===== src/rtl/chained_hash_table_engine_top_assert.svh =====
// Assertion macros for the hash table engine top level.
`ifndef CHAINED_HASH_TABLE_ENGINE_TOP_ASSERT_SVH
`define CHAINED_HASH_TABLE_ENGINE_TOP_ASSERT_SVH

// Same-cycle implication, sampled on clk, off while rst_n is low.
`define CHTE_ASSERT_NOW(label, ante, cons, msg) \
  label: assert property (@(posedge clk) disable iff (!rst_n) (ante) |-> (cons)) \
    else $error(msg);

// Next-cycle implication, sampled on clk, off while rst_n is low.
`define CHTE_ASSERT_NEXT(label, ante, cons, msg) \
  label: assert property (@(posedge clk) disable iff (!rst_n) (ante) |=> (cons)) \
    else $error(msg);

`endif


===== src/rtl/chte_pkg.sv =====
// Shared widths and codes for the chained hash table engine.
`timescale 1ns / 1ps
package chte_pkg;

  localparam int KEY_W    = 31;
  localparam int HANDLE_W = 16;
  localparam int STATUS_W = 3;
  localparam int ECOUNT_W = 11;
  localparam int CCOUNT_W = 32;

  localparam logic ACT_INSERT = 1'b0;
  localparam logic ACT_LOOKUP = 1'b1;

  localparam logic [STATUS_W-1:0] ST_INSERTED  = 3'd0;
  localparam logic [STATUS_W-1:0] ST_DUPLICATE = 3'd1;
  localparam logic [STATUS_W-1:0] ST_FULL      = 3'd2;
  localparam logic [STATUS_W-1:0] ST_FOUND     = 3'd3;
  localparam logic [STATUS_W-1:0] ST_NOT_FOUND = 3'd4;

endpackage


===== src/rtl/chte_hash.sv =====
// Key-modulo-bucket-count unit: reciprocal multiply, back-multiply, one correction.
`timescale 1ns / 1ps
module chte_hash import chte_pkg::*; #(
  parameter int BUCKETS = 1009,
  localparam int BW = $clog2(BUCKETS)
) (
  input  logic             clk,
  input  logic             rst_n,
  input  logic             start,
  input  logic [KEY_W-1:0] key,
  output logic             done,
  output logic [BW-1:0]    bucket
);

  // RECIP = floor(2^SHIFT / BUCKETS) < 2^(KEY_W+1). The quotient estimate
  // (key * RECIP) >> SHIFT is the true quotient or one below it, so the
  // remainder estimate is below 2 * BUCKETS and one subtract finishes it.
  localparam int SHIFT = KEY_W + BW;
  localparam int RW    = KEY_W + 1;
  localparam int PW    = KEY_W + RW;
  localparam int QW    = PW - SHIFT;
  localparam int DW    = BW + 1;
  localparam logic [RW-1:0]    RECIP = RW'((64'd1 << SHIFT) / BUCKETS);
  localparam logic [KEY_W-1:0] BK    = KEY_W'(BUCKETS);
  localparam logic [DW-1:0]    BK_D  = DW'(BUCKETS);

  logic [3:0]       stage_r;
  logic [KEY_W-1:0] key_r;
  logic [QW-1:0]    quot_r;
  logic [DW-1:0]    diff_r;
  logic [BW-1:0]    rem_r;
  logic [PW-1:0]    prod;
  logic [KEY_W-1:0] qb;
  logic [KEY_W-1:0] diff;
  logic [DW-1:0]    fix;

  assign prod = PW'(key_r) * PW'(RECIP);
  assign qb   = KEY_W'(quot_r) * BK;
  assign diff = key_r - qb;
  assign fix  = (diff_r >= BK_D) ? diff_r - BK_D : diff_r;

  // one stage bit per step: key load, quotient, difference, remainder
  always_ff @(posedge clk) begin
    if (!rst_n) begin
      stage_r <= '0;
    end else begin
      stage_r <= {stage_r[2:0], start};
    end
  end

  always_ff @(posedge clk) begin
    if (start) key_r <= key;
    if (stage_r[0]) quot_r <= prod[PW-1:SHIFT];
    if (stage_r[1]) diff_r <= diff[DW-1:0];
    if (stage_r[2]) rem_r <= fix[BW-1:0];
  end

  assign done   = stage_r[3];
  assign bucket = rem_r;

endmodule


===== config.mk =====
export PLATFORM = sky130hd
export DESIGN_NAME = chte_hash
export DESIGN_NICKNAME = d
export VERILOG_FILES = /design/src/rtl/chained_hash_table_engine_top_assert.svh /design/src/rtl/chte_pkg.sv /design/src/rtl/chte_hash.sv
export SDC_FILE = /design/constraint.sdc
export NUM_CORES = 1
export LEC_CHECK = 0
export ABC_AREA = 1
export BUFFER_PORTS_ARGS = -buffer_cell sky130_fd_sc_hd__clkbuf_2
export CORE_ASPECT_RATIO = 0.7
export CORE_MARGIN = 1
export CORE_UTILIZATION = 36
export CTS_CLUSTER_SIZE = 28
export DETAILED_ROUTE_END_ITERATION = 16
export GPL_TIMING_DRIVEN = 0
export HOLD_SLACK_MARGIN = 0.12
export PLACE_DENSITY = 0.55
export SYNTH_ARGS = -nofsm -noshare
export SYNTH_HDL_FRONTEND = slang
export SYNTH_SLANG_ARGS = --single-unit

===== constraint.sdc =====
create_clock -name clk -period 13.59 [get_ports clk]
set_clock_uncertainty 0.15 [all_clocks]
set_input_delay 0.6795 -clock clk [delete_from_list [all_inputs] [get_ports clk]]
set_output_delay 0.6795 -clock clk [all_outputs]
set_load 0.01 [all_outputs]

==> results.md, run 1 <==
* Worst setup EP type: flip-flop
* FF+latch area at 0.00197 mm2
* Min-delay worst type: in2reg
* Kind of critical path: reg2reg
* Yosys cell types at 33
* Worst hold start: key[17]
* Syn_nets at 2461
* TNS Setup at 0 ps
* Die Span Y at 183 um
* Share of the synthesized area in the top cell type at 34.9%
* Top Usage Layer GRT: met1
* Synth Register Bits at 67
* Layout cell share with drive strength beyond 1 at 4.63%
* Slew Viols, Final at 0
* Port Buf Inserts at 44
* Final period util at 51.7%
* Core Region at 0.0455 mm2
* Initial antenna violation count at 0
* Top post-synthesis cells by area: fa_1 (35%), ha_1 (25%), inv_1 (13%), edfxtp_1 (11%), nand2_1 (4.5%)
* Clk buf depth at 2
* DRC viols at 0
* Met1 Use GR at 33.7%
* Worst R2R Path Depth at 21
* Syn Area/Cell at 9.35 um2
* Vias in the first global route at 12200
* CTS Sinks at 67
* Post-synthesis cell area at 0.0168 mm2
* Via/cell ratio at 4.84
* Seq/Total Area, Yosys at 11.7%
* Hold Path End: key_r[17]
* Final setup viols at 0
* Post-Synth Simple-Gate Area at 9.43%
* Status: completed
* Die width at 260 um
* Fin. Hold Viols at 0
* Final WL at 46.2 mm
* # IOs at 45
* Vias at 11900
* CTS tree: built
* Die Footprint at 0.0476 mm2
* Worst-path fanout max at 8
* Startpoint Class: flip-flop
* Slew @ Worst Pin at 881 ps
* Async SR Flop Fraction at 0%
* Fmax at 142 MHz
* Post-synthesis adder-cell area fraction at 60.0%
* GRT overflow at 0
* Cells on Worst Hold Path at 1
* List of most frequent post-synthesis cells: inv_1 (576), ha_1 (337), fa_1 (293), nand2_1 (202), nor2_1 (65)
* # rows at 65
* Cell with the most instances after synthesis: inv_1
* First-pass GRT wire length at 72.6 mm
* Resized cells post-CTS at 0
* Largest net degree at the start of global routing at 33
* Worst-skew pair later-pin latency at 370 ps
* Iteration count of the initial detailed-routing pass at 6
* Post-Syn Instances at 1797
* Unrepaired setup endpoints after global routing: false
* Synth Area in Compound Gates at 3.54%
* Post-synth EDFFs at 63
* R2r startpoint: key_r[10]
* Yosys warns at 0
* Initial cell density of the core at 36.9%
* Req. time, crit path at 13550 ps
* Rel. slew slack at 41.2%
* Num CTS Buffers at 9
* Met3 Resource Use GR at 4.13%
* Root buffer cell: clkbuf_16
* Area of the multi-input gates at 0.0127 mm2
* Critical path arrival at 6990 ps
* Clock Pin Slew Worst Setup and Hold Paths at 70 ps
* Cell taking the most area after synthesis: fa_1
* Fillers at 4579
* GR Layer Usage met2 at 27.4%
* Ys flop type: edfxtp_1
* Multiplexer share of the synthesized area at 0%
* R2r setup slk at 6570 ps
* GP Congestion at 1.01
* Wire length per cell at 18.8 um
* ANT nets after route at 0
* XOR/XNOR Fraction of Synth Area at 2.35%
* Synth-to-layout area growth at 7.65%
* Post-CTS Setup Inserts at 0
* DP Wirelength at 41.9 mm
* Max Cap Viol at 0
* RR Endpoint: quot_r[2]
* Post-CTS Hold Buffers at 0
* Crit path time final at 7020 ps
* Total track usage at 20.6%
* Iter 0 DRT Violations at 916
* Largest family of logic cells by synthesized area: adder cells
* Nets@finish at 2516
* H-tree depth at 3
## cell usage in the layout, fill, tap and decap left out, drive strengths merged, types with 2 or more instances in the layout
cell type and instances:
clkinv 2, dfxtp 4, xnor2 20, xor2 25, inv 580, ha 337
o21bai 6, a31oi 2, and2 2, o21a 2, nor4 6, fa 293
clkbuf 53, nand2 206, a21o 2, nor2 72, a21oi 57, nand4 16
edfxtp 63, nor3 11, o21ai 42, nand3b 3, or2 7, nand3 42
## worst max path at each step
stage,startpoint,endpoint,slack (ps),cells after the start
final,key_r[10],quot_r[2],6570,21
after global routing,key_r[10],quot_r[0],6200,22
after CTS,key_r[10],quot_r[0],6600,22
after detailed placement,key_r[10],quot_r[0],6630,22
after global placement,key_r[10],quot_r[2],6610,21
after floorplan,key_r[9],quot_r[9],7640,21
## metal layers
metal | up-vias | wire length [um] | share of wire, %
met3 | 25 | 4420 | 9.6
met5 | - | 0 | 0
met1 | 5905 | 23600 | 51
li1 | 5563 | - | -
met2 | 407 | 17700 | 38
met4 | 0 | 442 | 0.96
## registers in the layout, indices dropped and copies added (netlist names)
signal / cells
diff_r: 11
stage_r: 4
bucket: 10
quot_r: 11
key_r: 31
## stage by stage
step                utilization, %  worst slack (ps)  cell area (um2)  cells  hold slack, ps
floorplan                        -              7640            16800   1797             401
global placement              39.0              6610            17800   2444             438
detailed placement            39.0              6630            17800   2444             419
CTS                           39.7              6600            18100   2460             322
global route                  39.7              6200            18100   2460             337
finish                        39.7              6570            18100   2461             335
## kinds of logic after synthesis
logic type | after synthesis
adder cells (fa/ha/maj) | 630
buffers and inverters | 578
AND/OR/NAND/NOR | 365
AO/OA/AOI/OAI | 112
flip-flops | 67
XOR/XNOR | 45
## final cells by class
| cell class | count | share of cell area, % |
|---|---|---|
| clock inverters | 7 | 0.463 |
| multi-input cells | 1152 | 70.0 |
| diodes | 1 | 0.0138 |
| repair buffers | 44 | 1.22 |
| flip-flops and latches | 67 | 10.9 |
| well taps | 603 | 4.17 |
| inverters | 577 | 12.0 |
| clock buffers | 9 | 1.24 |
| plain buffers | 1 | 0.0622 |
## critical path: stages, from the launching register on
cell and delay, ps:
edfxtp_1 730, ha_1 400, xnor2_1 320, inv_1 140
ha_1 210, or2_2 300, fa_1 480, inv_1 50
fa_1 540, inv_1 90, fa_1 500, fa_1 540
fa_1 490, ha_1 320, ha_1 320, nand2_1 110
nor2_1 260, nand2_1 150, nor2_1 220, nand4_1 250
nand4_1 180, nand2_1 60
Power of run 1 is not shown: default switching activity piles up to over one toggle a cycle in this logic, so the estimate is an artifact.
==> run 2: changes to the inputs <==
--- a/config.mk
+++ b/config.mk
@@ -14,7 +14,7 @@
 export DETAILED_ROUTE_END_ITERATION = 16
 export GPL_TIMING_DRIVEN = 0
 export HOLD_SLACK_MARGIN = 0.12
-export PLACE_DENSITY = 0.55
+export PLACE_DENSITY = 0.57
 export SYNTH_ARGS = -nofsm -noshare
 export SYNTH_HDL_FRONTEND = slang
 export SYNTH_SLANG_ARGS = --single-unit
==> constraint.sdc (replaced) <==
create_clock -name clk -period 6.3 [get_ports clk]
set_clock_uncertainty 0.15 [all_clocks]
set_input_delay 0.315 -clock clk [delete_from_list [all_inputs] [get_ports clk]]
set_output_delay 0.315 -clock clk [all_outputs]
set_load 0.01 [all_outputs]
==> results.md, run 2 (same netlist as run 1, synthesis figures left out) <==
* H-tree depth at 3 (unchanged)
* Critical path arrival at 6210 ps (was 6990 ps)
* Worst-path cell chain: ha_4 > inv_1 > fa_1 > inv_1 > fa_1 > fa_1 > fa_1 > fa_1 > fa_1 > ha_1 > ha_4 > nand2_1 > inv_1 > nand3_1 > nor2_2 > nand4_1 > nand4_1 > nand2_1 (was ha_1 > xnor2_1 > inv_1 > ha_1 > or2_2 > fa_1 > inv_1 > fa_1 > inv_1 > fa_1 > fa_1 > fa_1 > ha_1 > ha_1 > nand2_1 > nor2_1 > nand2_1 > nor2_1 > nand4_1 > nand4_1 > nand2_1)
* Synth-to-layout area growth at 18.4% (was 7.65%)
* # IOs at 45 (unchanged)
* Crit path time final at 6250 ps (was 7020 ps)
* DP Wirelength at 41.0 mm (was 41.9 mm)
* Die width at 260 um (unchanged)
* Worst hold start: diff_r[9] (was key[17])
* Req. time, crit path at 6260 ps (was 13550 ps)
* Final period util at 99.2% (was 51.7%)
* Routed met1 length at 24.6 mm (was 23.6 mm)
* Max Cap Viol at 0 (unchanged)
* DRC viols at 0 (unchanged)
* Root buffer cell: clkbuf_16 (unchanged)
* Commonest non-fill, non-tap cell in the layout: inv_1 (unchanged)
* Slowest CP cell: edfxtp_1 (unchanged)
* Slew @ Worst Pin at 909 ps (was 881 ps)
* CP delay by family, top: adder cells (unchanged)
* TNS Setup at 0 ps (unchanged)
* Largest net degree at the start of global routing at 33 (unchanged)
* Total track usage at 21.0% (was 20.6%)
* Hold slack at 442 ps (was 335 ps)
* R2r startpoint: key_r[24] (was key_r[10])
* Status: completed (unchanged)
* GP Congestion at 0.970 (was 1.01)
* # rows at 65 (unchanged)
* Min-delay worst type: reg2reg (was in2reg)
* Iter 0 DRT Violations at 884 (was 916)
* Origin of the worst setup path: key_r[24] (was key_r[10])
* Cell mode on critical path: fa_1 (unchanged)
* Nets@finish at 2630 (was 2516)
* Worst-skew pair later-pin latency at 360 ps (was 370 ps)
* Largest regs: key_r: 31 flops, diff_r: 11 flops, quot_r: 11 flops (unchanged)
* Fin. Hold Viols at 0 (unchanged)
* Max incr delay on CP at 590 ps (was 730 ps)
* Clock Pin Slew Worst Setup and Hold Paths at 70 ps (about the same)
* Num CTS Buffers at 9 (unchanged)
* Worst setup EP type: flip-flop (unchanged)
* CTS tree: built (unchanged)
* Final WL at 48.8 mm (was 46.2 mm)
* Metal3 WL at 4.50 mm (was 4.42 mm)
* Max Used Layer: met4 (unchanged)
* ANT nets after route at 0 (unchanged)
* Vias in the first global route at 12300 (was 12200)
* Most frequent cells in the layout: inv_1 (568), ha_1 (292), fa_1 (289) (was inv_1 (576), ha_1 (337), fa_1 (293))
* Port Buf Inserts at 44 (unchanged)
* Final setup viols at 0 (unchanged)
* Rel. slew slack at 39.4% (was 41.2%)
* Initial antenna violation count at 0 (unchanged)
* Ant diodes at 0 (was 1)
* Wire length per cell at 18.9 um (was 18.8 um)
* Met2 wire length at 19.0 mm (was 17.7 mm)
* Max reg flops at 31 (unchanged)
* First-pass GRT wire length at 73.5 mm (was 72.6 mm)
* Die Footprint at 0.0476 mm2 (unchanged)
* Core Util, Final at 43.7% (was 39.7%)
* Slew Viols, Final at 0 (unchanged)
* Fmax at 160 MHz (was 142 MHz)
* Fillers at 4376 (was 4579)
* Kind of critical path: reg2reg (unchanged)
* Clk buf depth at 2 (unchanged)
* CTS Sinks at 67 (unchanged)
* Startpoint Class: flip-flop (unchanged)
* Core Region at 0.0455 mm2 (unchanged)
* Unrepaired setup endpoints after global routing: true (was false)
* Top reg by flops: key_r (unchanged)
* Worst-path fanout max at 4 (was 8)
* GRT overflow at 0 (unchanged)
* Initial cell density of the core at 36.9% (unchanged)
* Worst path bufs/invs at 3 (unchanged)
* Vias at 12300 (was 11900)
* Layout cell share with drive strength beyond 1 at 14.6% (was 4.63%)
* Via/cell ratio at 4.77 (was 4.84)
* Die Span Y at 183 um (unchanged)
* Iteration count of the initial detailed-routing pass at 5 (was 6)
[run 2: changes by cell type in the layout (fill, tap and decap cells not counted), sizes merged]
cell and delta:
dlygate4sd3 +32, diode -1, bufinv +1, clkinvlp -1, inv +1, buf +82, clkinv -1
[run 2: metal layers]
layer / GRT usage, % / up-vias
li1: - / 5780
met1: 33.4 / 6066
met2: 27.9 / 407
met3: 5.36 / 34
met4: 3.88 / 0
met5: 0 / -
[run 2: worst paths after layout]
kind	end	slack, ps	depth (start not counted)
min reg2reg	bucket[9]	440	1
max	quot_r[5]	50	18
min	bucket[9]	440	1
max reg2reg	quot_r[5]	50	18
[run 2: per-stage QoR]
step | cells | cell area (um2) | setup slack (ps)
floorplan | 1797 | 16800 | 351
global placement | 2444 | 17800 | -770
detailed placement | 2444 | 17800 | -789
CTS | 2542 | 18900 | 6.39
global route | 2574 | 19900 | -40.8
finish | 2574 | 19900 | 52.2
[run 2: final cells by class]
cell class,count,area [um2],area share [%]
Clock buffer,9,225,1.13
Buffer,1,11.3,0.0566
Multi-Input combinational cell,1152,13500,67.8
Sequential cell,67,1970,9.91
Clock inverter,7,106,0.535
Timing Repair Buffer,158,1170,5.89
Tap cell,603,754,3.79
Inverter,577,2170,10.9
[run 2: timing repair]
action / in CTS / in global routing
hold endpoints to repair: 35 / 0
endpoints found under the setup margin: 11 / 11
hold buffers: 32 / 0
setup buffers: 50 / 32
pin swaps: 8 / 50
cloned: 0 / 0
resized for setup: 20 / 135
Power of run 2 is left out for the same reason.
==> run 3: changes to the inputs <==
--- a/config.mk
+++ b/config.mk
@@ -12,7 +12,6 @@
 export CORE_UTILIZATION = 36
 export CTS_CLUSTER_SIZE = 28
 export DETAILED_ROUTE_END_ITERATION = 16
-export GPL_TIMING_DRIVEN = 0
 export HOLD_SLACK_MARGIN = 0.12
 export PLACE_DENSITY = 0.57
 export SYNTH_ARGS = -nofsm -noshare
==> results.md, run 3 (same netlist as run 1, synthesis figures left out) <==
* Initial antenna violation count at 0 (unchanged)
* TNS Setup at 0 ps (unchanged)
* RR Endpoint: quot_r[4] (was quot_r[5])
* Critical path arrival at 6210 ps (about the same)
* Die width at 260 um (unchanged)
* Worst hold start: diff_r[9] (unchanged)
* Core Region at 0.0455 mm2 (unchanged)
* Vias at 12300 (about the same)
* Worst-path fanout max at 4 (unchanged)
* Final period util at 99.1% (was 99.2%)
* Clock Pin Slew Worst Setup and Hold Paths at 70 ps (about the same)
* CTS Sinks at 67 (unchanged)
* Met3 Resource Use GR at 7.67% (was 5.36%)
* DRC viols at 0 (unchanged)
* Max Cap Viol at 0 (unchanged)
* Cells on Worst Hold Path at 1 (unchanged)
* DP Wirelength at 46.0 mm (was 41.0 mm)
* Final WL at 50.5 mm (was 48.8 mm)
* Initial cell density of the core at 36.9% (unchanged)
* Final non-filler cell area at 0.0196 mm2 (was 0.0199 mm2)
* Die Footprint at 0.0476 mm2 (unchanged)
* # IOs at 45 (unchanged)
* Fillers at 4447 (was 4376)
* Num CTS Buffers at 9 (unchanged)
* Kind of critical path: reg2reg (unchanged)
* H-tree depth at 3 (unchanged)
* Rel. slew slack at 34.1% (was 39.4%)
* Largest regs: key_r: 31 flops, diff_r: 11 flops, quot_r: 11 flops (unchanged)
* Ant diodes at 0 (unchanged)
* Clk buf depth at 2 (unchanged)
* Vias in the first global route at 12900 (was 12300)
* Top Usage Layer GRT: met1 (unchanged)
* Iteration count of the initial detailed-routing pass at 4 (was 5)
* Placed cell areas at 0.0183 mm2 (was 0.0178 mm2)
* Top reg by flops: key_r (unchanged)
* GR Layer Usage met2 at 29.4% (was 27.9%)
* CTS tree: built (unchanged)
* Final setup viols at 0 (unchanged)
* R2r setup slk at 60 ps (was 50 ps)
* Hold Path End: bucket[9] (unchanged)
* Met1 Use GR at 34.2% (was 33.4%)
* Commonest non-fill, non-tap cell in the layout: inv_1 (unchanged)
* Iter 0 DRT Violations at 844 (was 884)
* Unrepaired setup endpoints after global routing: true (unchanged)
* Hold slack at 444 ps (was 442 ps)
* Port Buf Inserts at 44 (unchanged)
* # rows at 65 (unchanged)
* Startpoint Class: flip-flop (unchanged)
* Worst setup EP type: flip-flop (unchanged)
* Slew Viols, Final at 0 (unchanged)
* Die Span Y at 183 um (unchanged)
* Fin. Hold Viols at 0 (unchanged)
* Crit path time final at 6240 ps (was 6250 ps)
* GP Congestion at 0.986 (was 0.970)
* GRT overflow at 0 (unchanged)
* Wire length per cell at 19.5 um (was 18.9 um)
* Max reg flops at 31 (unchanged)
* Status: completed (unchanged)
* Synth-to-layout area growth at 16.6% (was 18.4%)
* Most frequent cells in the layout: inv_1 (569), ha_1 (312), fa_1 (279) (was inv_1 (568), ha_1 (292), fa_1 (289))
* Largest net degree at the start of global routing at 33 (unchanged)
* Nets@finish at 2641 (was 2630)
* Core Util, Final at 43.0% (was 43.7%)
* Layout cell share with drive strength beyond 1 at 13.6% (was 14.6%)
* Slew @ Worst Pin at 988 ps (was 909 ps)
* R2r startpoint: key_r[17] (was key_r[24])
* Worst R2R Path Depth at 20 (was 18)
* Min-delay worst type: reg2reg (unchanged)
* Req. time, crit path at 6270 ps (was 6260 ps)
* Worst-skew pair later-pin latency at 380 ps (was 360 ps)
* Total track usage at 22.2% (was 21.0%)
* Root buffer cell: clkbuf_16 (unchanged)
* Fmax at 160 MHz (about the same)
* ANT nets after route at 0 (unchanged)
* First-pass GRT wire length at 76.8 mm (was 73.5 mm)
* Via/cell ratio at 4.75 (was 4.77)
==> run 3: cell count changes in the layout (fill, tap and decap cells not counted), moves of 8 or more <==
cell | before | now
fa_2 | 4 | 14
nand2_1 | 184 | 192
ha_1 | 292 | 312
fa_1 | 289 | 279
buf_4 | 78 | 93
ha_4 | 39 | 21
==> run 3: how the worst max path moves through the flow <==
stage / from / to / slack [ps] / cells past startpoint
floorplan: key_r[9] / quot_r[9] / 350 / 21
detailed placement: key_r[8] / quot_r[1] / -100 / 21
finish: key_r[17] / quot_r[4] / 60 / 20
global placement: key_r[8] / quot_r[1] / -130 / 21
CTS: key_r[17] / quot_r[4] / 3 / 20
global route: key_r[22] / quot_r[4] / -60 / 20
==> run 3: worst max-delay path: stages, from the launching register on <==
cell and delay, ps:
edfxtp_1 560, ha_4 350, inv_1 100, fa_1 520, inv_1 60, fa_1 470
fa_2 620, fa_2 510, fa_1 520, fa_1 420, ha_1 280, ha_1 330
nand2_1 110, inv_1 90, nand3_1 130, nor2_1 120, inv_1 90, nor2_2 120
nand3b_1 180, nand4_1 160, nand2_1 90
==> run 3: layout make-up <==
class	count	area [um2]	area share [%]
Multi-Input combinational cell	1152	13100	67.0
Inverter	577	2170	11.1
Sequential cell	67	1970	10.1
Timing Repair Buffer	170	1250	6.38
Tap cell	603	754	3.85
Clock buffer	9	225	1.15
Clock inverter	7	91.3	0.466
==> run 3: what timing repair did <==
action                     4_1_cts  5_1_grt
setup endpoints to repair        8       11
resized for setup                9      102
hold buffers                    32        0
setup buffers                    4       19
hold endpoints to repair        35        0
cloned                           0        0
pin swaps                        2       29
==> run 3: stage by stage <==
step,setup WS [ps],instances
floorplan,351,1797
global placement,-131,2514
detailed placement,-105,2514
CTS,2.58,2566
global route,-60.4,2585
finish,58.9,2585
==> run 3: routing by layer <==
| layer | vias up | wire, um |
|---|---|---|
| met5 | - | 72 |
| met4 | 2 | 625 |
| met3 | 31 | 5200 |
| met2 | 397 | 19500 |
| met1 | 6053 | 25000 |
| li1 | 5803 | - |
Power of run 3 is left out for the same reason.
